==> src/design/hcw_pkg.sv <==
// types and constants shared by the heap chain walker
`timescale 1ns / 1ps

package hcw_pkg;

    typedef enum logic [1:0]
    {
        PH_IDLE   = 2'd0,
        PH_BEGIN1 = 2'd1,
        PH_BEGIN2 = 2'd2,
        PH_NODES  = 2'd3
    } walk_phase_t;

    localparam logic [1:0] ST_OK        = 2'd0;
    localparam logic [1:0] ST_BAD_BEGIN = 2'd1;
    localparam logic [1:0] ST_BAD_NODE  = 2'd2;

    localparam logic [1:0] CFG_HEAP_BASE   = 2'd0;
    localparam logic [1:0] CFG_HEAP_LIMIT  = 2'd1;
    localparam logic [1:0] CFG_FILL_ENABLE = 2'd2;
    localparam logic [1:0] CFG_FILL_BYTE   = 2'd3;

    localparam logic [15:0] BEGIN_WORD1 = 16'd1;
    localparam logic [15:0] BEGIN_WORD2 = 16'd2;
    localparam logic [15:0] END_MARK    = 16'hFFFE;
    localparam logic [16:0] SUM_MAX     = 17'h1FFFF;

    typedef struct packed
    {
        logic [15:0] next_address;
        logic        read_request;
        logic        walk_done;
        logic [1:0]  status;
        logic [16:0] heap_total;
        logic [16:0] heap_free;
        logic [15:0] largest_free;
        logic        fill_valid;
        logic [15:0] fill_address;
        logic [15:0] fill_length;
        logic [7:0]  fill_value;
    } hcw_result_t;

endpackage

==> src/design/heap_chain_walker.sv <==
// heap chain walker top level: header decode, running totals and output skid buffer
`timescale 1ns / 1ps

// heap_chain_walker
// input stream (s_*): s_tuser is the command (0 start a walk, 1 deliver a word),
// s_tdata the memory word read at the address asked for by the previous result.
// every input transaction yields exactly one result transaction on m_*, carrying
// the next read address, done/status, the running total, free and largest-free
// sizes and an optional fill request for the free block just met.
// configuration: cfg_we writes cfg_wdata into register cfg_index (0 heap base,
// 1 heap limit, 2 fill enable, 3 fill byte); write only while the block is idle.
// output: the result is registered, in the skid register if a held result waits.
// throughput: one item per cycle while s_tready is high; the header decode, the
// saturating adds and the bound compare sit between the input port and result register.
// stall: a two-entry output buffer (result register plus skid register) lets
// one item be taken while a result waits; s_tready drops while the skid is full.
// reset: rst_n clears the walk state, totals, registers and output valids.
module heap_chain_walker #(
    parameter int ADDR_BITS = 16
) (
    input  logic         clk,
    input  logic         rst_n,
    input  logic         cfg_we,
    input  logic [1:0]   cfg_index,
    input  logic [15:0]  cfg_wdata,
    input  logic         s_tvalid,
    output logic         s_tready,
    input  logic [15:0]  s_tdata,   // read_word[15:0]
    input  logic [0:0]   s_tuser,   // cmd[0]
    output logic         m_tvalid,
    input  logic         m_tready,
    // next_address[15:0], status[17:16], heap_total[34:18], heap_free[51:35],
    // largest_free[67:52], fill_address[83:68], fill_length[99:84],
    // fill_value[107:100], zero pad[111:108]
    output logic [111:0] m_tdata,
    // read_request[0], walk_done[1], fill_valid[2]
    output logic [2:0]   m_tuser
);

    logic [15:0]          heap_base_reg;
    logic [15:0]          heap_limit_reg;
    logic                 fill_enable_reg;
    logic [7:0]           fill_byte_reg;

    hcw_pkg::walk_phase_t phase_reg, phase_next;
    logic [ADDR_BITS-1:0] addr_reg, addr_next;
    logic [16:0]          total_reg, total_next;
    logic [16:0]          free_reg, free_next;
    logic [15:0]          largest_reg, largest_next;

    hcw_pkg::hcw_result_t res_next, out_reg, skid_reg;
    logic                 out_valid_reg, skid_valid_reg;

    logic                 accept;
    logic [15:0]          word;
    logic [15:0]          size;
    logic [16:0]          size2;
    logic [ADDR_BITS-1:0] payload;
    logic [17:0]          total_sum, free_sum;
    logic [15:0]          room;
    logic                 overrun;

    assign accept   = s_tvalid && s_tready;
    assign s_tready = !skid_valid_reg;
    assign word     = s_tdata;
    assign size     = {word[15:1], 1'b0};
    assign size2    = {1'b0, size} + 17'd2;
    assign payload  = addr_reg + ADDR_BITS'(2);
    assign total_sum = {1'b0, total_reg} + {1'b0, size2};
    assign free_sum  = {1'b0, free_reg} + {1'b0, size2};
    assign room      = heap_limit_reg - size;
    assign overrun   = (heap_limit_reg < size) || (ADDR_BITS'(room) < payload);

    always_ff @(posedge clk or negedge rst_n)
    begin
        if (!rst_n)
        begin
            heap_base_reg   <= '0;
            heap_limit_reg  <= '0;
            fill_enable_reg <= 1'b0;
            fill_byte_reg   <= '0;
        end
        else if (cfg_we)
        begin
            case (cfg_index)
                hcw_pkg::CFG_HEAP_BASE:   heap_base_reg   <= cfg_wdata;
                hcw_pkg::CFG_HEAP_LIMIT:  heap_limit_reg  <= cfg_wdata;
                hcw_pkg::CFG_FILL_ENABLE: fill_enable_reg <= cfg_wdata[0];
                hcw_pkg::CFG_FILL_BYTE:   fill_byte_reg   <= cfg_wdata[7:0];
                default: ;
            endcase
        end
    end

    always_comb
    begin
        phase_next   = phase_reg;
        addr_next    = addr_reg;
        total_next   = total_reg;
        free_next    = free_reg;
        largest_next = largest_reg;
        res_next     = '0;

        if (s_tuser[0] == 1'b0)
        begin
            total_next   = '0;
            free_next    = '0;
            largest_next = '0;
            if (heap_base_reg == 16'd0)
            begin
                phase_next         = hcw_pkg::PH_IDLE;
                res_next.walk_done = 1'b1;
            end
            else
            begin
                addr_next             = ADDR_BITS'(heap_base_reg);
                phase_next            = hcw_pkg::PH_BEGIN1;
                res_next.next_address = heap_base_reg;
                res_next.read_request = 1'b1;
            end
        end
        else
        begin
            case (phase_reg)
                hcw_pkg::PH_BEGIN1, hcw_pkg::PH_BEGIN2:
                begin
                    if ((phase_reg == hcw_pkg::PH_BEGIN1 && word != hcw_pkg::BEGIN_WORD1) ||
                        (phase_reg == hcw_pkg::PH_BEGIN2 && word != hcw_pkg::BEGIN_WORD2))
                    begin
                        phase_next         = hcw_pkg::PH_IDLE;
                        res_next.walk_done = 1'b1;
                        res_next.status    = hcw_pkg::ST_BAD_BEGIN;
                    end
                    else
                    begin
                        // second begin word also skips the two-byte dummy payload
                        if (phase_reg == hcw_pkg::PH_BEGIN1)
                        begin
                            addr_next  = addr_reg + ADDR_BITS'(2);
                            phase_next = hcw_pkg::PH_BEGIN2;
                        end
                        else
                        begin
                            addr_next  = addr_reg + ADDR_BITS'(4);
                            phase_next = hcw_pkg::PH_NODES;
                        end
                        res_next.next_address = addr_next[15:0];
                        res_next.read_request = 1'b1;
                    end
                end
                hcw_pkg::PH_NODES:
                begin
                    if (size == hcw_pkg::END_MARK)
                    begin
                        phase_next         = hcw_pkg::PH_IDLE;
                        res_next.walk_done = 1'b1;
                    end
                    else
                    begin
                        total_next = total_sum[17] ? hcw_pkg::SUM_MAX : total_sum[16:0];
                        if (word[0])
                        begin
                            free_next = free_sum[17] ? hcw_pkg::SUM_MAX : free_sum[16:0];
                            if (size > largest_reg)
                                largest_next = size;
                            if (fill_enable_reg)
                            begin
                                res_next.fill_valid   = 1'b1;
                                res_next.fill_address = payload[15:0];
                                res_next.fill_length  = size;
                                res_next.fill_value   = fill_byte_reg;
                            end
                        end
                        if (overrun)
                        begin
                            phase_next         = hcw_pkg::PH_IDLE;
                            res_next.walk_done = 1'b1;
                            res_next.status    = hcw_pkg::ST_BAD_NODE;
                        end
                        else
                        begin
                            addr_next             = payload + ADDR_BITS'(size);
                            res_next.next_address = addr_next[15:0];
                            res_next.read_request = 1'b1;
                        end
                    end
                end
                default: ;   // word delivered while idle is dropped
            endcase
        end

        res_next.heap_total   = total_next;
        res_next.heap_free    = free_next;
        res_next.largest_free = largest_next;
    end

    always_ff @(posedge clk or negedge rst_n)
    begin
        if (!rst_n)
        begin
            phase_reg   <= hcw_pkg::PH_IDLE;
            addr_reg    <= '0;
            total_reg   <= '0;
            free_reg    <= '0;
            largest_reg <= '0;
        end
        else if (accept)
        begin
            phase_reg   <= phase_next;
            addr_reg    <= addr_next;
            total_reg   <= total_next;
            free_reg    <= free_next;
            largest_reg <= largest_next;
        end
    end

    // output buffer: result register in front, skid behind it
    always_ff @(posedge clk or negedge rst_n)
    begin
        if (!rst_n)
        begin
            out_valid_reg  <= 1'b0;
            skid_valid_reg <= 1'b0;
        end
        else if (skid_valid_reg)
        begin
            if (m_tready)
            begin
                out_valid_reg  <= 1'b1;
                skid_valid_reg <= 1'b0;
            end
        end
        else if (accept)
        begin
            if (out_valid_reg && !m_tready)
                skid_valid_reg <= 1'b1;
            else
                out_valid_reg <= 1'b1;
        end
        else if (m_tready)
        begin
            out_valid_reg <= 1'b0;
        end
    end

    always_ff @(posedge clk)
    begin
        if (skid_valid_reg)
        begin
            if (m_tready)
                out_reg <= skid_reg;
        end
        else if (accept)
        begin
            if (out_valid_reg && !m_tready)
                skid_reg <= res_next;
            else
                out_reg <= res_next;
        end
    end

    assign m_tvalid = out_valid_reg;
    assign m_tdata  = {4'b0000, out_reg.fill_value, out_reg.fill_length,
                       out_reg.fill_address, out_reg.largest_free, out_reg.heap_free,
                       out_reg.heap_total, out_reg.status, out_reg.next_address};
    assign m_tuser  = {out_reg.fill_valid, out_reg.walk_done, out_reg.read_request};

    a_skid_behind_out: assert property (@(posedge clk) disable iff (!rst_n)
        skid_valid_reg |-> out_valid_reg)
        else $error("skid holds a result while the result register is empty");

    a_accept_gives_result: assert property (@(posedge clk) disable iff (!rst_n)
        accept |=> m_tvalid)
        else $error("accepted item produced no result");

    a_done_excludes_read: assert property (@(posedge clk) disable iff (!rst_n)
        m_tvalid |-> !(out_reg.walk_done && out_reg.read_request))
        else $error("result both finishes the walk and asks for a read");

    a_status_only_when_done: assert property (@(posedge clk) disable iff (!rst_n)
        (m_tvalid && out_reg.status != hcw_pkg::ST_OK) |-> out_reg.walk_done)
        else $error("error status without walk done");

endmodule
==> config.mk <==
export PLATFORM = sky130hd
export DESIGN_NAME = heap_chain_walker
export DESIGN_NICKNAME = d
export VERILOG_FILES = /design/src/design/hcw_pkg.sv /design/src/design/heap_chain_walker.sv
export SDC_FILE = /design/constraint.sdc
export NUM_CORES = 1
export LEC_CHECK = 0
export BUFFER_PORTS_ARGS = -buffer_cell sky130_fd_sc_hd__buf_2
export CAP_MARGIN = 25
export CORE_UTILIZATION = 40
export CTS_BUF_LIST = sky130_fd_sc_hd__clkbuf_4
export DETAILED_ROUTE_END_ITERATION = 8
export PLACE_DENSITY = 0.6
export SYNTH_ARGS = -nofsm -noshare
export SYNTH_HDL_FRONTEND = slang
export SYNTH_SLANG_ARGS = --single-unit
==> constraint.sdc <==
create_clock -name clk -period 9.6 [get_ports clk]
set_clock_uncertainty 0.1 [all_clocks]
set_input_delay 1.92 -clock clk [delete_from_list [all_inputs] [get_ports clk]]
set_output_delay 1.92 -clock clk [all_outputs]
set_load 0.05 [all_outputs]
==> flow_metrics.tcl, run 1 <==
set metrics [dict create \
    syn_to_final_growth_pct 13.7 \
    dp_cells 2423 \
    maxCapViolations 0 \
    p_seq_share_pct 35.5 \
    hold_class "flip-flop to flip-flop" \
    cellLeakagePower_nw 8.86 \
    p_sw_share_pct 42.0 \
    switchingPower_mw 2.42 \
    clk_latency_ns 0.84 \
    numCtsBuffers 89 \
    antenna_found_initial 1 \
    cts_tree "done" \
    drt-wirelength-per-cell_um 20.8 \
    yosysWarnings 0 \
    fillers 4272 \
    synth_top_area_share_pct 35.9 \
    drc_errors 0 \
    final-setup-viol-count 0 \
    start_kind "primary input" \
    grt.total_usage_pct 23.0 \
    finalMaxSlewViolations 0 \
    num_io_pins 157 \
    dieArea_sq_um 46900 \
    cts.htree.levels 3 \
    syn_area_per_cell_sq_um 10.6 \
    core-area_sq_um 45400 \
    fp.dieW_um 216 \
    io_buffers 151 \
    firstDrtPassIters 6 \
    clock.fmax_mhz 164 \
    cp_common_cell "o21ai_0" \
    layout_commonest_cell "edfxtp_1" \
    cts_resized 0 \
    overflow 0 \
    worst_pin_slew_ns 0.966 \
    min_period_ns 6.11 \
    gp_congestion 0.930 \
    cts_sinks 331 \
    final_cell_mix "edfxtp_1, nand2_1, buf_2, nor2_1, o21ai_0" \
    p_comb_share_pct 41.2 \
    critPathKind "primary input to flip-flop" \
    drive_gt1_share_pct 21.4 \
    die_h_um 216 \
    async_flop_share_pct 33.5 \
    initial_core_util_pct 40.6 \
    drtIter0Drc 1127 \
    vias 14400 \
    rsz0062_at_grt "false" \
    clockRootBuffer "clkbuf_4" \
    place_hpwl_mm 37.7 \
    fin_nets 2056 \
    via_per_inst 5.54 \
    hold_viol 0 \
    ys_seq_area_share_pct 51.0 \
    multiInputGateArea_sq_um 8280 \
    clock_path_buffers 3 \
    grt_first_pass_wirelength_mm 81.6 \
    synth_cell_types 79 \
    hold_buffers 0 \
    utilization_pct 46.1 \
    totalWireLength_mm 53.8 \
    yosysTopAreaCell "edfxtp_1" \
    synthTopCellsByArea "edfxtp_1, dfrtp_1, ha_1, mux2_2, o21ai_0" \
    power_density_nw_per_um2 275 \
    crit_buf_inv 1 \
    p_int_mw 3.33 \
    outcome "complete, no violations" \
    postSynthCellCount 1739 \
    syn_area_sq_um 18400 \
    rows 78 \
    final_cells 2590 \
    path_clk_slew_ns 0.06 \
    fin_crit_sh_pct 63.7 \
    critPathTopFamily "compound AO/OA/AOI/OAI gates" \
    synth-edff-count 220 \
    max_stage_delay_ns 0.75 \
    grt_pass1_vias 13800 \
    setup_tns_ns 0 \
    cp-end-kind "flip-flop" \
    ys_ff_latch 331 \
    regArea_sq_um 9390 \
    synth_flop_cell "edfxtp_1" \
    detail-route-antenna-nets 0 \
    largest_reg_flops 110 \
    cp_slowest_cell "o21a_1" \
    grt_max_degree 79 \
    ir_drop_mv 0.116 \
    cts_setup_buffers 0 \
    cp.required_ns 10.20 \
    maxSlewHeadroom_pct 35.6 \
    crit_arrival_ns 6.71 \
    clkPwrFrac_pct 23.3 \
    worstPathMaxFanout 20 \
    crit_chain "buf_2 -> ha_1 -> fa_1 -> nor2b_1 -> o21a_1 -> o21ai_0 -> a21oi_1 -> o21ai_0 -> a21oi_1 -> mux2_2 -> o2111ai_1 -> ha_1 -> and4_1 -> a31oi_1 -> o21ai_0 -> o32a_1 -> o21ai_0 -> o21a_1 -> mux2_2" \
]
## metrics by stage
step | worst slack, ns | instance area [sq um] | hold WS [ns] | power [mW]
4_1_cts | 3.61 | 20900 | 0.392 | 5.76
3_3_place_gp | 2.78 | 19700 | 0.363 | 4.36
3_5_place_dp | 2.71 | 19700 | 0.370 | 4.39
5_1_grt | 3.24 | 20900 | 0.418 | 6.10
2_1_floorplan | 1.93 | 18400 | 0.345 | 3.72
6_report | 3.49 | 20900 | 0.392 | 5.75
## layer usage
metal | up-vias | track usage [%] | share of wire [%]
met2 | 504 | 33.3 | 43
met4 | 0 | 10.5 | 3.3
met5 | - | 0 | 0
li1 | 6802 | - | -
met3 | 87 | 4.73 | 6.4
met1 | 6965 | 32.9 | 47
## layout make-up
class                      instances  share of cell area (%)
antenna                            1                  0.0120
clock buffer                     123                    4.41
clock inverter                    43                    1.36
inverter                         105                    1.88
multi-input combinational       1218                    39.6
sequential                       331                    44.9
tap                              600                    3.59
timing repair buffer             169                    4.30
## worst min-delay path, cell delays in order, from the launching register on
cell     delay (ns)
dfrtp_1        0.34
nand2_1        0.04
o21ai_0        0.07
## synth_stat cells, types with 4 or more instances
| cell type | instances |
|---|---|
| a211oi_1 | 12 |
| a21boi_0 | 4 |
| a21o_1 | 20 |
| a21oi_1 | 81 |
| a22oi_1 | 16 |
| a31oi_1 | 15 |
| and3_1 | 21 |
| and4_1 | 6 |
| buf_1 | 5 |
| buf_2 | 14 |
| buf_4 | 6 |
| clkbuf_1 | 62 |
| dfrtp_1 | 111 |
| edfxtp_1 | 220 |
| fa_1 | 4 |
| ha_1 | 98 |
| inv_1 | 104 |
| mux2_2 | 84 |
| mux2i_1 | 7 |
| nand2_1 | 180 |
| nand2b_1 | 14 |
| nand3_1 | 35 |
| nand3b_1 | 8 |
| nand4_1 | 12 |
| nor2_1 | 140 |
| nor2b_1 | 13 |
| nor3_1 | 21 |
| nor4_1 | 9 |
| o2111ai_1 | 6 |
| o211ai_1 | 20 |
| o21a_1 | 9 |
| o21ai_0 | 136 |
| o21bai_1 | 8 |
| o221ai_1 | 19 |
| o22a_1 | 4 |
| o22ai_1 | 21 |
| o31ai_1 | 39 |
| or3_1 | 7 |
| xnor2_1 | 53 |
| xor2_1 | 33 |
## logic make-up after synthesis
family / Yosys count / share of synthesized area [%]
buffers and inverters: 194 / 4.26
AOI/OAI and AO/OA: 451 / 15.9
DFF: 331 / 51.0
muxes: 92 / 5.60
other: 1 / 0.0204
and+or+nand+nor: 482 / 12.0
xor gates and xnor gates: 86 / 4.09
adders and majority gates: 102 / 7.10
## path summary, 6_finish.rpt
path / end / slack [ns] / startpoint / cells after the start
max: addr_reg[15] / 3.49 / s_tdata[1] / 19
min: free_reg[0] / 0.39 / free_reg[0] / 2
max reg2reg: addr_reg[15] / 4.40 / heap_limit_reg[1] / 19
min reg2reg: free_reg[0] / 0.39 / free_reg[0] / 2
max in group asynchronous: total_reg[14] / 6.93 / rst_n / 2
min in group asynchronous: heap_limit_reg[5] / 1.02 / rst_n / 1
## power by group through the flow
stage                     combinational [mW]  sequential [mW]  clock (mW)
after detailed placement                2.32             2.07           0
after global routing                    2.57             2.07        1.46
after CTS                               2.34             2.04        1.38
after floorplan                         1.44             2.28           0
after global placement                  2.30             2.06           0
final                                   2.37             2.04        1.34
(Power assumes the default switching activity.)
==> inputs of run 2 (changes only) <==
- PLACE_DENSITY: 0.6 -> 0.62
- clock period: 9.6 -> 5.2 ns (I/O delays scaled with it)
==> flow_metrics.tcl, run 2 (synthesis results as in run 1) <==
set metrics [dict create \
    clock_path_buffers 3 \
    path_clk_slew_ns 0.07 \
    start_kind "flip-flop" \
    totalWireLength_mm 53.7 \
    cts.htree.levels 3 \
    power_density_nw_per_um2 496 \
    dieArea_sq_um 46900 \
    cts_resized 0 \
    gp_congestion 0.905 \
    worstPathMaxFanout 3 \
    maxSlewHeadroom_pct 38.6 \
    critPathKind "flip-flop to flip-flop" \
    rows 78 \
    via_per_inst 5.49 \
    grt.total_usage_pct 23.0 \
    hold_viol 0 \
    layout_commonest_cell "edfxtp_1" \
    cp_slowest_cell "fa_1" \
    whs_ns 0.202 \
    grt_use_met3_pct 4.90 \
    maxCapViolations 0 \
    final_cell_mix "edfxtp_1, nand2_1, buf_2, nor2_1, o21ai_0" \
    cellLeakagePower_nw 9.22 \
    io_buffers 151 \
    crit_arrival_ns 5.21 \
    r2r-start "heap_limit_reg[1]" \
    cts_sinks 331 \
    place_ws_ns -0.310 \
    grt-busiest-layer "met2" \
    hold_buffers 0 \
    drt-wirelength-per-cell_um 20.2 \
    worst_slack_ns 0.447 \
    cp_common_cell "o21ai_0" \
    die_h_um 216 \
    cts_setup_buffers 0 \
    drc_errors 0 \
    clk_latency_ns 0.82 \
    crit_buf_inv 3 \
    core-area_sq_um 45400 \
    detail-route-antenna-nets 0 \
    clockRootBuffer "clkbuf_4" \
    use_met2_pct 34.2 \
    drive_gt1_share_pct 24.5 \
    place_hpwl_mm 38.8 \
    worst_pin_slew_ns 0.921 \
    overflow 0 \
    cts_tree "done" \
    largest_reg_flops 110 \
    cp-end-kind "flip-flop" \
    max_stage_delay_ns 0.39 \
    drtIter0Drc 1231 \
    ir_drop_mv 0.201 \
    grt_first_pass_wirelength_mm 82.1 \
    num_io_pins 157 \
    power_mw 10.7 \
    hold_class "primary input to async pin" \
    firstDrtPassIters 7 \
    finalMaxSlewViolations 0 \
    syn_to_final_growth_pct 17.0 \
    grtUsageMet1_pct 32.4 \
    outcome "complete, no violations" \
    initial_core_util_pct 40.6 \
    grt_max_degree 83 \
    fp.dieW_um 216 \
    antenna_found_initial 1 \
    grt_pass1_vias 14100 \
    fin_nets 2131 \
    critPathLaunch "heap_limit_reg[1]" \
    min_period_ns 4.75 \
    setup_tns_ns 0 \
    crit_chain "inv_1 -> ha_1 -> fa_1 -> nor2b_1 -> o21a_1 -> o21ai_0 -> a21oi_1 -> o21ai_0 -> a21oi_1 -> mux2_2 -> o2111ai_1 -> ha_1 -> and4_1 -> buf_4 -> nand4_1 -> a211oi_1 -> o32a_1 -> o21ai_0 -> buf_4 -> o21ai_0 -> o21ai_0 -> mux2_2" \
    numCtsBuffers 88 \
    vias 14600 \
    cp.required_ns 5.65 \
    clock.fmax_mhz 210 \
    critPathTopFamily "compound AO/OA/AOI/OAI gates" \
    final-setup-viol-count 0 \
    rsz0062_at_grt "false" \
    fin_crit_sh_pct 91.4 \
]
## run 2: worst register-to-register path: cells and delay by family (launching register included)
| family | cells | cell delay [ns] |
|---|---|---|
| AOI/OAI and AO/OA | 11 | 1.88 |
| DFF | 1 | 0.36 |
| and+or+nand+nor | 3 | 0.43 |
| buffers and inverters | 3 | 0.35 |
| adders and majority gates | 3 | 0.76 |
| muxes | 2 | 0.64 |
## run 2: per-layer routing
metal	wire, um	share of wire [%]
met1	24600	46
met2	23400	44
met3	4020	7.5
met4	1670	3.1
met5	0	0
## run 2: cell type report
class	count	area, sq um
diodes	1	2.50
clock buffers	132	991
clock inverters	30	206
fillers	4223	23900
inverters	105	394
multi-input cells	1218	8290
flip-flops and latches	331	9390
well taps	600	751
repair buffers	245	1510
## run 2: power by group
| group | internal, mW | switching [mW] |
|---|---|---|
| clock | 1.31 | 1.13 |
| combinational | 1.58 | 2.88 |
| sequential | 3.39 | 0.370 |
## run 2: worst paths after layout
| path | endpoint | slack (ns) | cells after the start |
|---|---|---|---|
| worst max-delay path | m_tuser[1] | 0.45 | 22 |
| worst min-delay path | addr_reg[4] | 0.20 | 1 |
| worst max register to register | m_tuser[1] | 0.45 | 22 |
| worst min register to register | free_reg[0] | 0.38 | 2 |
| max in group asynchronous | free_reg[1] | 3.79 | 2 |
| min in group clk | free_reg[0] | 0.38 | 2 |
## run 2: stage by stage
step	area [sq um]	util, %	std cells
after floorplan	18400	-	1743
after global placement	20300	44.7	2497
after detailed placement	20300	44.8	2498
after CTS	21500	47.4	2660
after global routing	21500	47.4	2662
final	21500	47.4	2662
